File: config.mk
export PLATFORM = sky130hd
export DESIGN_NAME = cwm_cell
export DESIGN_NICKNAME = d
export VERILOG_FILES = /design/src/rtl/core/crossbar_weight_mac_core_defines.svh /design/src/rtl/core/cwm_pkg.sv /design/src/rtl/core/cwm_cell.sv
export SDC_FILE = /design/constraint.sdc
export NUM_CORES = 1
export LEC_CHECK = 0
export BUFFER_PORTS_ARGS = -buffer_cell sky130_fd_sc_hd__buf_2
export CORE_MARGIN = 5
export CORE_UTILIZATION = 30
export CTS_BUF_LIST = sky130_fd_sc_hd__clkbuf_16
export DETAILED_ROUTE_END_ITERATION = 7
export PLACE_DENSITY = 0.5
export SLEW_MARGIN = 30
export SYNTH_ARGS = -nofsm -noshare
export SYNTH_HDL_FRONTEND = slang
export SYNTH_SLANG_ARGS = --single-unit
File: constraint.sdc
create_clock -name clk -period 3.6 [get_ports clk]
set_input_delay 0.72 -clock clk [delete_from_list [all_inputs] [get_ports clk]]
set_output_delay 0.72 -clock clk [all_outputs]
set_load 0.05 [all_outputs]
File: src/rtl/core/crossbar_weight_mac_core_defines.svh
// assertion macros for the crossbar weight mac core
`ifndef CROSSBAR_WEIGHT_MAC_CORE_DEFINES_SVH
`define CROSSBAR_WEIGHT_MAC_CORE_DEFINES_SVH
`ifndef ASSERT_OFF
`define CWM_ASSERT_IMPLY(label, clk, rst_n, a, b) \
	label: assert property (@(posedge clk) disable iff (!rst_n) (a) |-> (b)) \
	else $error("assertion failed");
`define CWM_ASSERT_NEXT(label, clk, rst_n, a, b) \
	label: assert property (@(posedge clk) disable iff (!rst_n) (a) |=> (b)) \
	else $error("assertion failed");
`else
`define CWM_ASSERT_IMPLY(label, clk, rst_n, a, b)
`define CWM_ASSERT_NEXT(label, clk, rst_n, a, b)
`endif
`endif

File: src/rtl/core/cwm_pkg.sv
// shared types and constants of the crossbar weight mac core
package cwm_pkg;
	localparam int MAX_OUT   = 16;
	localparam int DRAIN_CYC = 20;
	localparam logic [1:0] OP_WRITE = 2'd0;
	localparam logic [1:0] OP_VEC   = 2'd1;
	localparam logic [1:0] OP_MASK  = 2'd2;
	localparam logic [1:0] OP_BCAST = 2'd3;
	localparam logic KIND_ROW = 1'b0;
	localparam logic KIND_COL = 1'b1;
	localparam logic [1:0] CFG_SIGNED = 2'd0;
	localparam logic [1:0] CFG_ROWS   = 2'd1;
	localparam logic [1:0] CFG_COLS   = 2'd2;

	typedef struct packed {
		logic               valid;
		logic               kind;
		logic [3:0]         tag;
		logic signed [32:0] value;
	} token_t;

	typedef struct packed {
		logic row;
		logic col;
	} clr_t;
endpackage

File: src/rtl/core/cwm_cell.sv
// one accumulator cell: holds a row sum and a column sum, passes the token on
module cwm_cell #(
	parameter int CELL_IDX = 0
) (
	input  logic                  clk,
	input  logic                  arst_n,
	input  cwm_pkg::token_t       tok_in,
	input  cwm_pkg::clr_t         clr,
	output cwm_pkg::token_t       tok_out,
	output logic signed [47:0]    row_acc,
	output logic signed [47:0]    col_acc
);
	logic               hit;
	logic signed [47:0] base;
	logic signed [48:0] sum;
	logic signed [47:0] sat;

	assign hit  = tok_in.valid && (tok_in.tag == 4'(CELL_IDX));
	assign base = (tok_in.kind == cwm_pkg::KIND_ROW) ? row_acc : col_acc;

	always_comb begin
		sum = {base[47], base} + 49'(tok_in.value);
		if (sum[48] != sum[47]) begin
			sat = sum[48] ? {1'b1, 47'd0} : {1'b0, {47{1'b1}}};
		end else begin
			sat = sum[47:0];
		end
	end

	always_ff @(posedge clk or negedge arst_n) begin
		if (!arst_n) begin
			tok_out <= '0;
			row_acc <= '0;
			col_acc <= '0;
		end else begin
			tok_out <= tok_in;
			if (clr.row) begin
				row_acc <= '0;
			end else if (hit && tok_in.kind == cwm_pkg::KIND_ROW) begin
				row_acc <= sat;
			end
			if (clr.col) begin
				col_acc <= '0;
			end else if (hit && tok_in.kind == cwm_pkg::KIND_COL) begin
				col_acc <= sat;
			end
		end
	end
endmodule

==> results of run 1 <==
## power groups by stage
stage / logic (mW) / registers, mW / clock network, mW
after floorplan: 0.280 / 1.71 / 0
after global placement: 0.710 / 1.59 / 0
after detailed placement: 0.714 / 1.59 / 0
after CTS: 0.754 / 1.56 / 1.77
after global routing: 0.855 / 1.56 / 1.84
final: 0.794 / 1.56 / 1.74
## final timing paths
check / endpoint / slack, ns
min in group clk: tok_out[34]$_DFF_PN0_ / 0.41
min reg2reg: col_acc[19]$_DFFE_PN0P_ / 0.50
max: row_acc[42]$_DFFE_PN0P_ / 0.02
max in group asynchronous: col_acc[31]$_DFFE_PN0P_ / 2.58
min: row_acc[13]$_DFFE_PN0P_ / 0.21
max reg2reg: row_acc[42]$_DFFE_PN0P_ / 0.08
## placed cells by master (no fill, tap or decap), drive strengths merged, types with 3 or more instances in the layout
cell and instances:
o21a 6, a211oi 46, xnor2 26, nand3 5, o21ai 87, o211ai 7
nand4 17, clkbuf 19, o31a 5, nor2b 4, inv 13, or3 4
o31ai 4, a22o 6, clkinvlp 3, nand2 74, nor3 14, nor2 96
a21o 9, mux2 48, o21bai 11, dfrtp 135, ha 48, xor2 18
a221o 30, a21oi 105, nand2b 6, buf 427, clkinv 7
## through the flow
| stage | total power [mW] | instance area [µm²] |
|---|---|---|
| floorplan | 1.99 | 8720 |
| global placement | 2.30 | 11500 |
| detailed placement | 2.30 | 11500 |
| CTS | 4.09 | 12500 |
| global route | 4.26 | 13000 |
| finish | 4.10 | 13000 |
## cells by family after synthesis
| group | after synthesis |
|---|---|
| AO/OA/AOI/OAI | 334 |
| AND/OR/NAND/NOR | 232 |
| flip-flops | 135 |
| buffers and inverters | 69 |
| multiplexers | 50 |
| adder cells (fa/ha/maj) | 50 |
| XOR/XNOR | 44 |
## registers in the layout, summed over array words and instances, names as in the netlist
signal and flops:
tok_out 39, col_acc 48, row_acc 48
## layout make-up
type / instances / area, µm²
Clock buffer: 17 / 425
Fill cell: 2745 / 14900
Clock inverter: 14 / 136
Inverter: 11 / 41.3
Timing Repair Buffer: 429 / 3030
Multi-Input combinational cell: 711 / 5520
Tap cell: 378 / 473
Sequential cell: 135 / 3380
## timing repair
action / CTS / global route
buffers inserted: 12 / 14
pin swaps: 14 / 48
resized for setup: 49 / 84
gates cloned: 2 / 2
endpoints found under the setup margin: 93 / 94
## routing by layer
| metal | routed length [µm] | up-vias | GRT usage |
|---|---|---|---|
| li1 | - | 4183 | - |
| met1 | 15100 | 4270 | 0.275 |
| met2 | 15700 | 243 | 0.340 |
| met3 | 1600 | 52 | 0.0305 |
| met4 | 894 | 0 | 0.0668 |
| met5 | 0 | - | 0 |
==> results.py, run 1 <==
metrics = {
    "status": {
        "outcome": "finished clean",
    },
    "yosys": {
        "synth_cells": 914,
        "async_reset_ff_frac": 1.00,
        "synth_cell_types": 70,
        "synth_xor_xnor_area_share": 0.0452,
        "synth_ff_type": "dfrtp_1",
        "syn_area_mm2": 0.00852,
        "synth_most_common_cell": "dfrtp_1",
        "synth_adder_area_share": 0.0741,
        "yosys_warnings": 0,
        "synthTopCellsByArea": "dfrtp_1 (40%), ha_1 (7.0%), mux2_2 (6.2%), a21oi_1 (5.9%), nor2_1 (4.1%)",
        "synthSimpleGateAreaFrac": 0.123,
        "ys_ff_latch": 135,
        "synth_top_family_by_area": "compound AO/OA/AOI/OAI gates",
        "synth_edf_count": 0,
        "synth_common_cells": "dfrtp_1 (135), a21oi_1 (100), nor2_1 (93), nand2_1 (73), o21ai_0 (69)",
        "synth-compound-area-share": 0.258,
        "avgSynthCellArea_um2": 9.33,
        "syn_nets": 1006,
        "ys_seq_area_frac": 0.396,
        "synth_top_area_cell": "dfrtp_1",
        "netlist.area_leader.share": 0.396,
        "synth_mux_area_frac": 0.0662,
    },
    "critical_path": {
        "crit_path_top_delay_cell": "a2111oi_4",
        "cp_slowest_stage_delay_ns": 0.42,
        "cp.buffers_inverters": 2,
        "crit_path_end_kind": "flip-flop",
        "crit_path_start_kind": "input port",
        "critPathLaunch": "tok_in[37]",
        "crit_arrival_ns": 3.90,
        "crit_chain": "buf_12 -> mux2_4 -> ha_4 -> fa_2 -> a211oi_2 -> o21ai_2 -> o21a_2 -> a2111oi_4 -> o41a_1 -> buf_6 -> o21bai_4 -> xnor2_2 -> nand2_2 -> a311oi_2",
        "path_depth": 14,
        "required_ns": 3.93,
        "timing.rr.start": "row_acc[0]$_DFFE_PN0P_",
        "path_delay_family": "compound AO/OA/AOI/OAI gates",
        "r2r_cells": 13,
        "crit_fanout": 7,
        "criticalPathCategory": "in -> reg",
    },
    "sta": {
        "fin_crit_sh": 0.994,
        "worst_slack_ns": 0.0231,
        "finalSetupViolCount": 0,
        "max-slew-margin-rel": 0.422,
        "tns_ns": 0,
        "final-hold-violation-count": 0,
        "finalCriticalPeriod_ns": 3.58,
        "holdWs_ns": 0.214,
        "clock_skew_ns": 0.00910,
        "drv_slew": 0,
        "rsz0062_at_grt": "yes",
        "fmax_mhz": 280,
        "tightest_slew_ns": 0.864,
    },
    "route": {
        "drt-vias-per-instance": 5.16,
        "dr.pass1.iters": 5,
        "route.detailed.drc": 0,
        "routedWlPerCell_um": 19.6,
        "num_vias": 8748,
        "wl_um": 33300,
        "drtIter0Drc": 431,
        "ant_nets": 0,
    },
    "place": {
        "gp_congestion": 0.889,
        "pre_cts_ws_ns": -0.722,
        "io_buffers": 177,
        "post-dp-hpwl_um": 24700,
        "dp_cells": 1637,
    },
    "clock_tree": {
        "worstSkewPairLatency_ns": 0.42,
        "numCtsBuffers": 17,
        "cts_tree": "done",
        "root_buffer": "clkbuf_16",
        "ctsHoldBuffers": 0,
        "clk_pin_slew_ns": 0.06,
        "htreeDepth": 4,
        "clk_path_buf_depth": 2,
        "clock-sinks": 135,
    },
    "power": {
        "seqPwrFrac": 0.381,
        "switching_share": 0.302,
        "intPower_mw": 2.86,
        "clock_power_share": 0.425,
        "combinationalPowerShare": 0.194,
        "ir_drop_uv": 213,
        "p_leak_nw": 6.21,
        "powerDensity_mw_per_mm2": 315,
        "p_sw_mw": 1.24,
    },
    "floorplanning": {
        "placementRows": 61,
        "start_util": 0.305,
        "core_mm2": 0.0279,
        "die-area_mm2": 0.0319,
        "pin_count": 178,
        "fp.dieH_um": 179,
        "die_w_um": 179,
    },
    "finish": {
        "syn_to_final_growth_pct": 52.5,
        "final_util": 0.465,
        "antenna_cells": 0,
        "drive_gt1_frac": 0.468,
        "nets": 1397,
        "final_cells": 1695,
    },
    "grt": {
        "grt_pass1_wl_um": 50800,
        "grt_max_degree": 63,
        "grt_pass1_vias": 8884,
        "grt_usage": 0.205,
        "overflow": 0,
        "antenna_found_initial": 0,
    },
    "flow_run": {
        "cap_viol_max_count": 0,
    },
    "hold_path": {
        "hold_class": "in -> async",
    },
}
No activity file was read; power rests on OpenSTA's default activity.
==> inputs of run 2 (changes only) <==
--- a/config.mk
+++ b/config.mk
@@ -10,6 +10,7 @@
 export CORE_UTILIZATION = 30
 export CTS_BUF_LIST = sky130_fd_sc_hd__clkbuf_16
 export DETAILED_ROUTE_END_ITERATION = 7
+export GPL_ROUTABILITY_DRIVEN = 0
 export PLACE_DENSITY = 0.5
 export SLEW_MARGIN = 30
 export SYNTH_ARGS = -nofsm -noshare
==> constraint.sdc (replaced) <==
create_clock -name clk -period 3.6 [get_ports clk]
set_input_delay 0.18 -clock clk [delete_from_list [all_inputs] [get_ports clk]]
set_output_delay 0.18 -clock clk [all_outputs]
set_load 0.05 [all_outputs]
==> run 2 against run 1 <==
Effect of this change:
- flip-flop and latch count stayed put
- clock power up 3%
- power shrank 2.0%
- design area fell by 13%
- setup slack better by 0.14 ns
- fmax is 4.0% higher
- clock-buffer cell count is the same
- non-clock buffer count fell by 127
- combinational power decreased by 16%
- critical path type is now reg -> reg
- critical endpoint is now row_acc[46]$_DFFE_PN0P_
- largest cell class unchanged
- largest power group unchanged
==> results.py, run 2 (synthesized netlist as in run 1, its figures left out) <==
metrics = {
    "status": {
        "outcome": "finished clean",
    },
    "floorplanning": {
        "core_mm2": 0.0279,
        "die_w_um": 179,
        "start_util": 0.305,
        "die-area_mm2": 0.0319,
        "fp.dieH_um": 179,
        "placementRows": 61,
        "pin_count": 178,
    },
    "sta": {
        "fin_crit_sh": 0.955,
        "rsz0062_at_grt": "no",
        "clock_skew_ns": 0.0144,
        "finalCriticalPeriod_ns": 3.44,
        "worst_slack_ns": 0.162,
        "max-slew-margin-rel": 0.401,
        "tightest_slew_ns": 0.899,
        "finalSetupViolCount": 0,
        "drv_slew": 0,
        "fmax_mhz": 291,
        "final-hold-violation-count": 0,
    },
    "grt": {
        "grt_pass1_vias": 8322,
        "grt_pass1_wl_um": 47300,
        "overflow": 0,
        "grt_usage": 0.191,
        "antenna_found_initial": 0,
        "grt_max_degree": 88,
    },
    "clock_tree": {
        "worstSkewPairLatency_ns": 0.44,
        "cts_tree": "done",
        "clk_path_buf_depth": 2,
        "root_buffer": "clkbuf_16",
        "clock-sinks": 135,
        "numCtsBuffers": 17,
        "htreeDepth": 4,
        "clk_pin_slew_ns": 0.07,
    },
    "critical_path": {
        "crit_chain": "mux2_2 -> ha_2 -> fa_2 -> a211oi_2 -> o21ai_2 -> o21a_2 -> a2111oi_2 -> buf_4 -> o41a_1 -> buf_4 -> nor4_4 -> mux2_4 -> a21oi_2 -> o31a_1",
        "criticalPathCategory": "reg -> reg",
        "crit_arrival_ns": 3.76,
        "crit_path_start_kind": "flip-flop",
        "required_ns": 3.92,
        "worst_path_most_repeated_cell": "buf_4",
        "crit_path_end_kind": "flip-flop",
        "crit_path_top_delay_cell": "dfrtp_1",
        "cp_slowest_stage_delay_ns": 0.40,
        "crit_fanout": 3,
    },
    "finish": {
        "nFillCells": 2839,
        "fin_area_mm2": 0.0114,
        "antenna_cells": 0,
        "reg.largest.list": "col_acc (48), row_acc (48), tok_out (39)",
        "nets": 1269,
        "syn_to_final_growth_pct": 33.2,
        "final_util": 0.407,
        "final_cells": 1568,
        "drive_gt1_frac": 0.313,
        "mostFrequentLayoutCell": "buf_2",
        "layout_common_cells": "buf_2 (176), dfrtp_1 (135), a21oi_1 (98)",
    },
    "route": {
        "drt-vias-per-instance": 5.20,
        "dr.pass1.iters": 5,
        "routedWlPerCell_um": 19.3,
        "num_vias": 8157,
        "ant_nets": 0,
        "drtIter0Drc": 543,
        "route.detailed.drc": 0,
        "wl_um": 30300,
    },
    "place": {
        "io_buffers": 177,
        "pre_cts_ws_ns": -0.0686,
        "post-dp-hpwl_um": 22600,
        "dpl_cell_area_mm2": 0.0104,
        "dp_cells": 1497,
    },
    "power": {
        "p_leak_nw": 5.40,
        "ir_drop_uv": 192,
        "p_total_mw": 4.02,
        "powerDensity_mw_per_mm2": 354,
    },
    "flow_run": {
        "cap_viol_max_count": 0,
    },
    "hold_path": {
        "hold_class": "in -> reg",
    },
}
==> run 2: per-stage QoR <==
step	setup TNS [ns]	hold WS [ns]
final	0	0.0904
after global routing	0	0.0938
after CTS	0	0.0717
after detailed placement	-1.19	0.304
after global placement	-0.223	0.302
after floorplan	0	-0.116
==> run 2: area by class of cell <==
type / count / area, µm² / share of cell area
clock buffers: 17 / 425 / 0.0375
flip-flops and latches: 135 / 3380 / 0.297
well taps: 378 / 473 / 0.0416
multi-input cells: 710 / 4870 / 0.429
inverters: 11 / 41.3 / 0.00364
clock inverters: 15 / 155 / 0.0137
repair buffers: 302 / 2010 / 0.177
==> run 2: worst paths after layout <==
kind,startpoint,end,slack [ns],cells after the start
max in group asynchronous,arst_n,col_acc[40]$_DFFE_PN0P_,2.27,3
worst max-delay path,col_acc[0]$_DFFE_PN0P_,row_acc[46]$_DFFE_PN0P_,0.16,14
min in group asynchronous,arst_n,tok_out[2]$_DFF_PN0_,0.41,2
worst min-delay path,tok_in[32],tok_out[32]$_DFF_PN0_,0.09,1
worst min register to register,col_acc[24]$_DFFE_PN0P_,col_acc[24]$_DFFE_PN0P_,0.51,2
worst max register to register,col_acc[0]$_DFFE_PN0P_,row_acc[46]$_DFFE_PN0P_,0.16,14
==> run 2: timing repair <==
item,CTS,global route
hold buffers,38,0
setup buffers,0,1
hold endpoints to repair,122,0
gates resized for setup,0,8
endpoints found under the setup margin,0,24
==> run 2: per-layer routing <==
layer	part of all wire	vias up	track usage
li1	-	3921	-
met1	0.45	3930	0.257
met2	0.47	268	0.314
met3	0.057	38	0.0341
met4	0.019	0	0.0563
met5	0	-	0
==> run 2: worst max-delay path: cells and delay by family (launching register included) <==
kind	cells	cell delay, ns
simple gates	1	0.04
buf+inv	2	0.33
flops	1	0.40
compound gates	7	1.51
mux	2	0.50
fa+ha+maj	2	0.55
==> run 2: power breakdown <==
group / internal [mW] / total [mW] / switching (mW)
clock: 1.02 / 1.79 / 0.766
sequential: 1.55 / 1.56 / 0.0134
combinational: 0.226 / 0.665 / 0.439
==> inputs of run 3 (changes only) <==
--- a/config.mk
+++ b/config.mk
@@ -5,13 +5,13 @@
 export SDC_FILE = /design/constraint.sdc
 export NUM_CORES = 1
 export LEC_CHECK = 0
-export BUFFER_PORTS_ARGS = -buffer_cell sky130_fd_sc_hd__buf_2
 export CORE_MARGIN = 5
 export CORE_UTILIZATION = 30
 export CTS_BUF_LIST = sky130_fd_sc_hd__clkbuf_16
 export DETAILED_ROUTE_END_ITERATION = 7
+export DONT_BUFFER_PORTS = 1
 export GPL_ROUTABILITY_DRIVEN = 0
-export PLACE_DENSITY = 0.5
+export PLACE_DENSITY = 0.45
 export SLEW_MARGIN = 30
 export SYNTH_ARGS = -nofsm -noshare
 export SYNTH_HDL_FRONTEND = slang
==> run 3 against run 2 <==
Effect of this change:
- clock skew down 0.0015 ns
- sequential power up 5%
- via count down 5.9%
- fmax down 1.1%
- wire length up 1.4%
- largest power group unchanged
==> results.py, run 3 (synthesized netlist as in run 1, its figures left out) <==
metrics = {
    "status": {
        "outcome": "finished clean",
    },
    "power": {
        "intPower_mw": 2.80,
        "p_sw_mw": 1.13,
        "clock_power_share": 0.458,
        "p_leak_nw": 4.82,
        "p_total_mw": 3.92,
        "combinationalPowerShare": 0.123,
        "ir_drop_uv": 287,
        "switching_share": 0.287,
        "powerDensity_mw_per_mm2": 363,
        "seqPwrFrac": 0.419,
    },
    "clock_tree": {
        "clock-sinks": 135,
        "clk_path_buf_depth": 2,
        "worstSkewPairLatency_ns": 0.43,
        "htreeDepth": 4,
        "clk_pin_slew_ns": 0.07,
        "numCtsBuffers": 17,
        "root_buffer": "clkbuf_16",
        "cts_tree": "done",
    },
    "floorplanning": {
        "die-area_mm2": 0.0319,
        "core_mm2": 0.0279,
        "start_util": 0.305,
        "placementRows": 61,
        "pin_count": 178,
        "die_w_um": 179,
        "fp.dieH_um": 179,
    },
    "critical_path": {
        "crit_path_start_kind": "flip-flop",
        "crit_arrival_ns": 3.81,
        "crit_path_end_kind": "flip-flop",
        "crit_fanout": 5,
        "required_ns": 3.93,
        "criticalPathCategory": "reg -> reg",
    },
    "finish": {
        "reg.largest.list": "col_acc (48), row_acc (48), tok_out (39)",
        "drive_gt1_frac": 0.221,
        "fin_area_mm2": 0.0108,
        "syn_to_final_growth_pct": 26.9,
        "nets": 1137,
        "mostFrequentLayoutCell": "dfrtp_1",
        "layout_common_cells": "dfrtp_1 (135), buf_4 (123), a21oi_1 (100)",
    },
    "hold_path": {
        "hold_class": "in -> reg",
    },
    "route": {
        "ant_nets": 0,
        "drtIter0Drc": 532,
        "routedWlPerCell_um": 21.4,
        "dr.pass1.iters": 5,
        "route.detailed.drc": 0,
        "wl_um": 30700,
        "num_vias": 7677,
        "drt-vias-per-instance": 5.35,
    },
    "place": {
        "dpl_cell_area_mm2": 0.00973,
        "post-dp-hpwl_um": 22100,
        "pre_cts_ws_ns": 0.0176,
        "io_buffers": 0,
    },
    "sta": {
        "max-slew-margin-rel": 0.349,
        "final-hold-violation-count": 0,
        "tightest_slew_ns": 0.976,
        "clock_skew_ns": 0.0129,
        "worst_slack_ns": 0.124,
        "fin_crit_sh": 0.966,
        "tns_ns": 0,
        "fmax_mhz": 288,
        "rsz0062_at_grt": "no",
        "drv_slew": 0,
        "finalSetupViolCount": 0,
        "finalCriticalPeriod_ns": 3.48,
    },
    "grt": {
        "grt_pass1_vias": 7821,
        "grt_usage": 0.192,
        "grt_max_degree": 136,
        "antenna_found_initial": 0,
        "grt_pass1_wl_um": 46700,
        "overflow": 0,
    },
    "flow_run": {
        "cap_viol_max_count": 0,
    },
}
run 3: final timing paths:
path                                               from                      end  slack (ns)  depth (start not counted)
worst min-delay path                             clr[0]  col_acc[38]$_DFFE_PN0P_        0.02                          3
max in group asynchronous                        arst_n  row_acc[30]$_DFFE_PN0P_        2.65                          2
worst max-delay path             row_acc[0]$_DFFE_PN0P_  row_acc[34]$_DFFE_PN0P_        0.12                         12
worst min register to register  row_acc[25]$_DFFE_PN0P_  row_acc[25]$_DFFE_PN0P_        0.57                          2
worst max register to register   row_acc[0]$_DFFE_PN0P_  row_acc[34]$_DFFE_PN0P_        0.12                         12
min in group asynchronous                        arst_n    tok_out[12]$_DFF_PN0_        0.41                          2
run 3: area by class of cell:
cell class,count,area (µm²)
tap,378,473
clock inverter,13,156
timing repair buffer,170,1460
inverter,11,41.3
antenna,1,2.50
clock buffer,17,425
multi-input combinational,710,4880
fill,2881,17100
sequential,135,3380
run 3: routing by layer:
metal / GRT usage / up-vias / routed length (µm)
met4: 0.0566 / 0 / 563
met5: 0 / - / 0
met1: 0.254 / 3763 / 13900
met2: 0.305 / 228 / 14200
met3: 0.0538 / 32 / 2120
li1: - / 3654 / -
run 3: power groups by stage:
stage          Sequential (mW)  Clock [mW]  Combinational, mW
2_1_floorplan             1.71           0              0.264
3_3_place_gp              1.67           0              0.397
3_5_place_dp              1.67           0              0.397
4_1_cts                   1.64        1.84              0.486
5_1_grt                   1.65        1.90              0.533
6_report                  1.64        1.80              0.484
run 3: critical path: stages, from the launching register on:
cell       delay, ns
dfrtp_1         0.37
mux2_2          0.26
ha_1            0.22
fa_1            0.45
a211oi_2        0.24
o21ai_2         0.14
o21a_2          0.25
a2111oi_4       0.40
o31a_1          0.25
o31ai_1         0.10
xor2_1          0.28
a21oi_1         0.15
a211oi_1        0.25
run 3: metrics by stage:
| step | cells | util | hold WS, ns |
|---|---|---|---|
| floorplan | 914 | - | -0.116 |
| CTS | 1432 | 0.386 | 0.00381 |
| detailed placement | 1359 | 0.348 | -0.107 |
| global placement | 1359 | 0.348 | -0.107 |
| global route | 1434 | 0.387 | 0.0230 |
| finish | 1435 | 0.387 | 0.0195 |
run 3: what timing repair did:
action                                  in CTS  in global routing
endpoints found under the setup margin       4                 84
hold endpoints to repair                   223                  0
resized for setup                            1                  5
buffers inserted                             0                  2
cloned                                       0                  0
hold buffers                                43                  0
pin swaps                                    0                  4
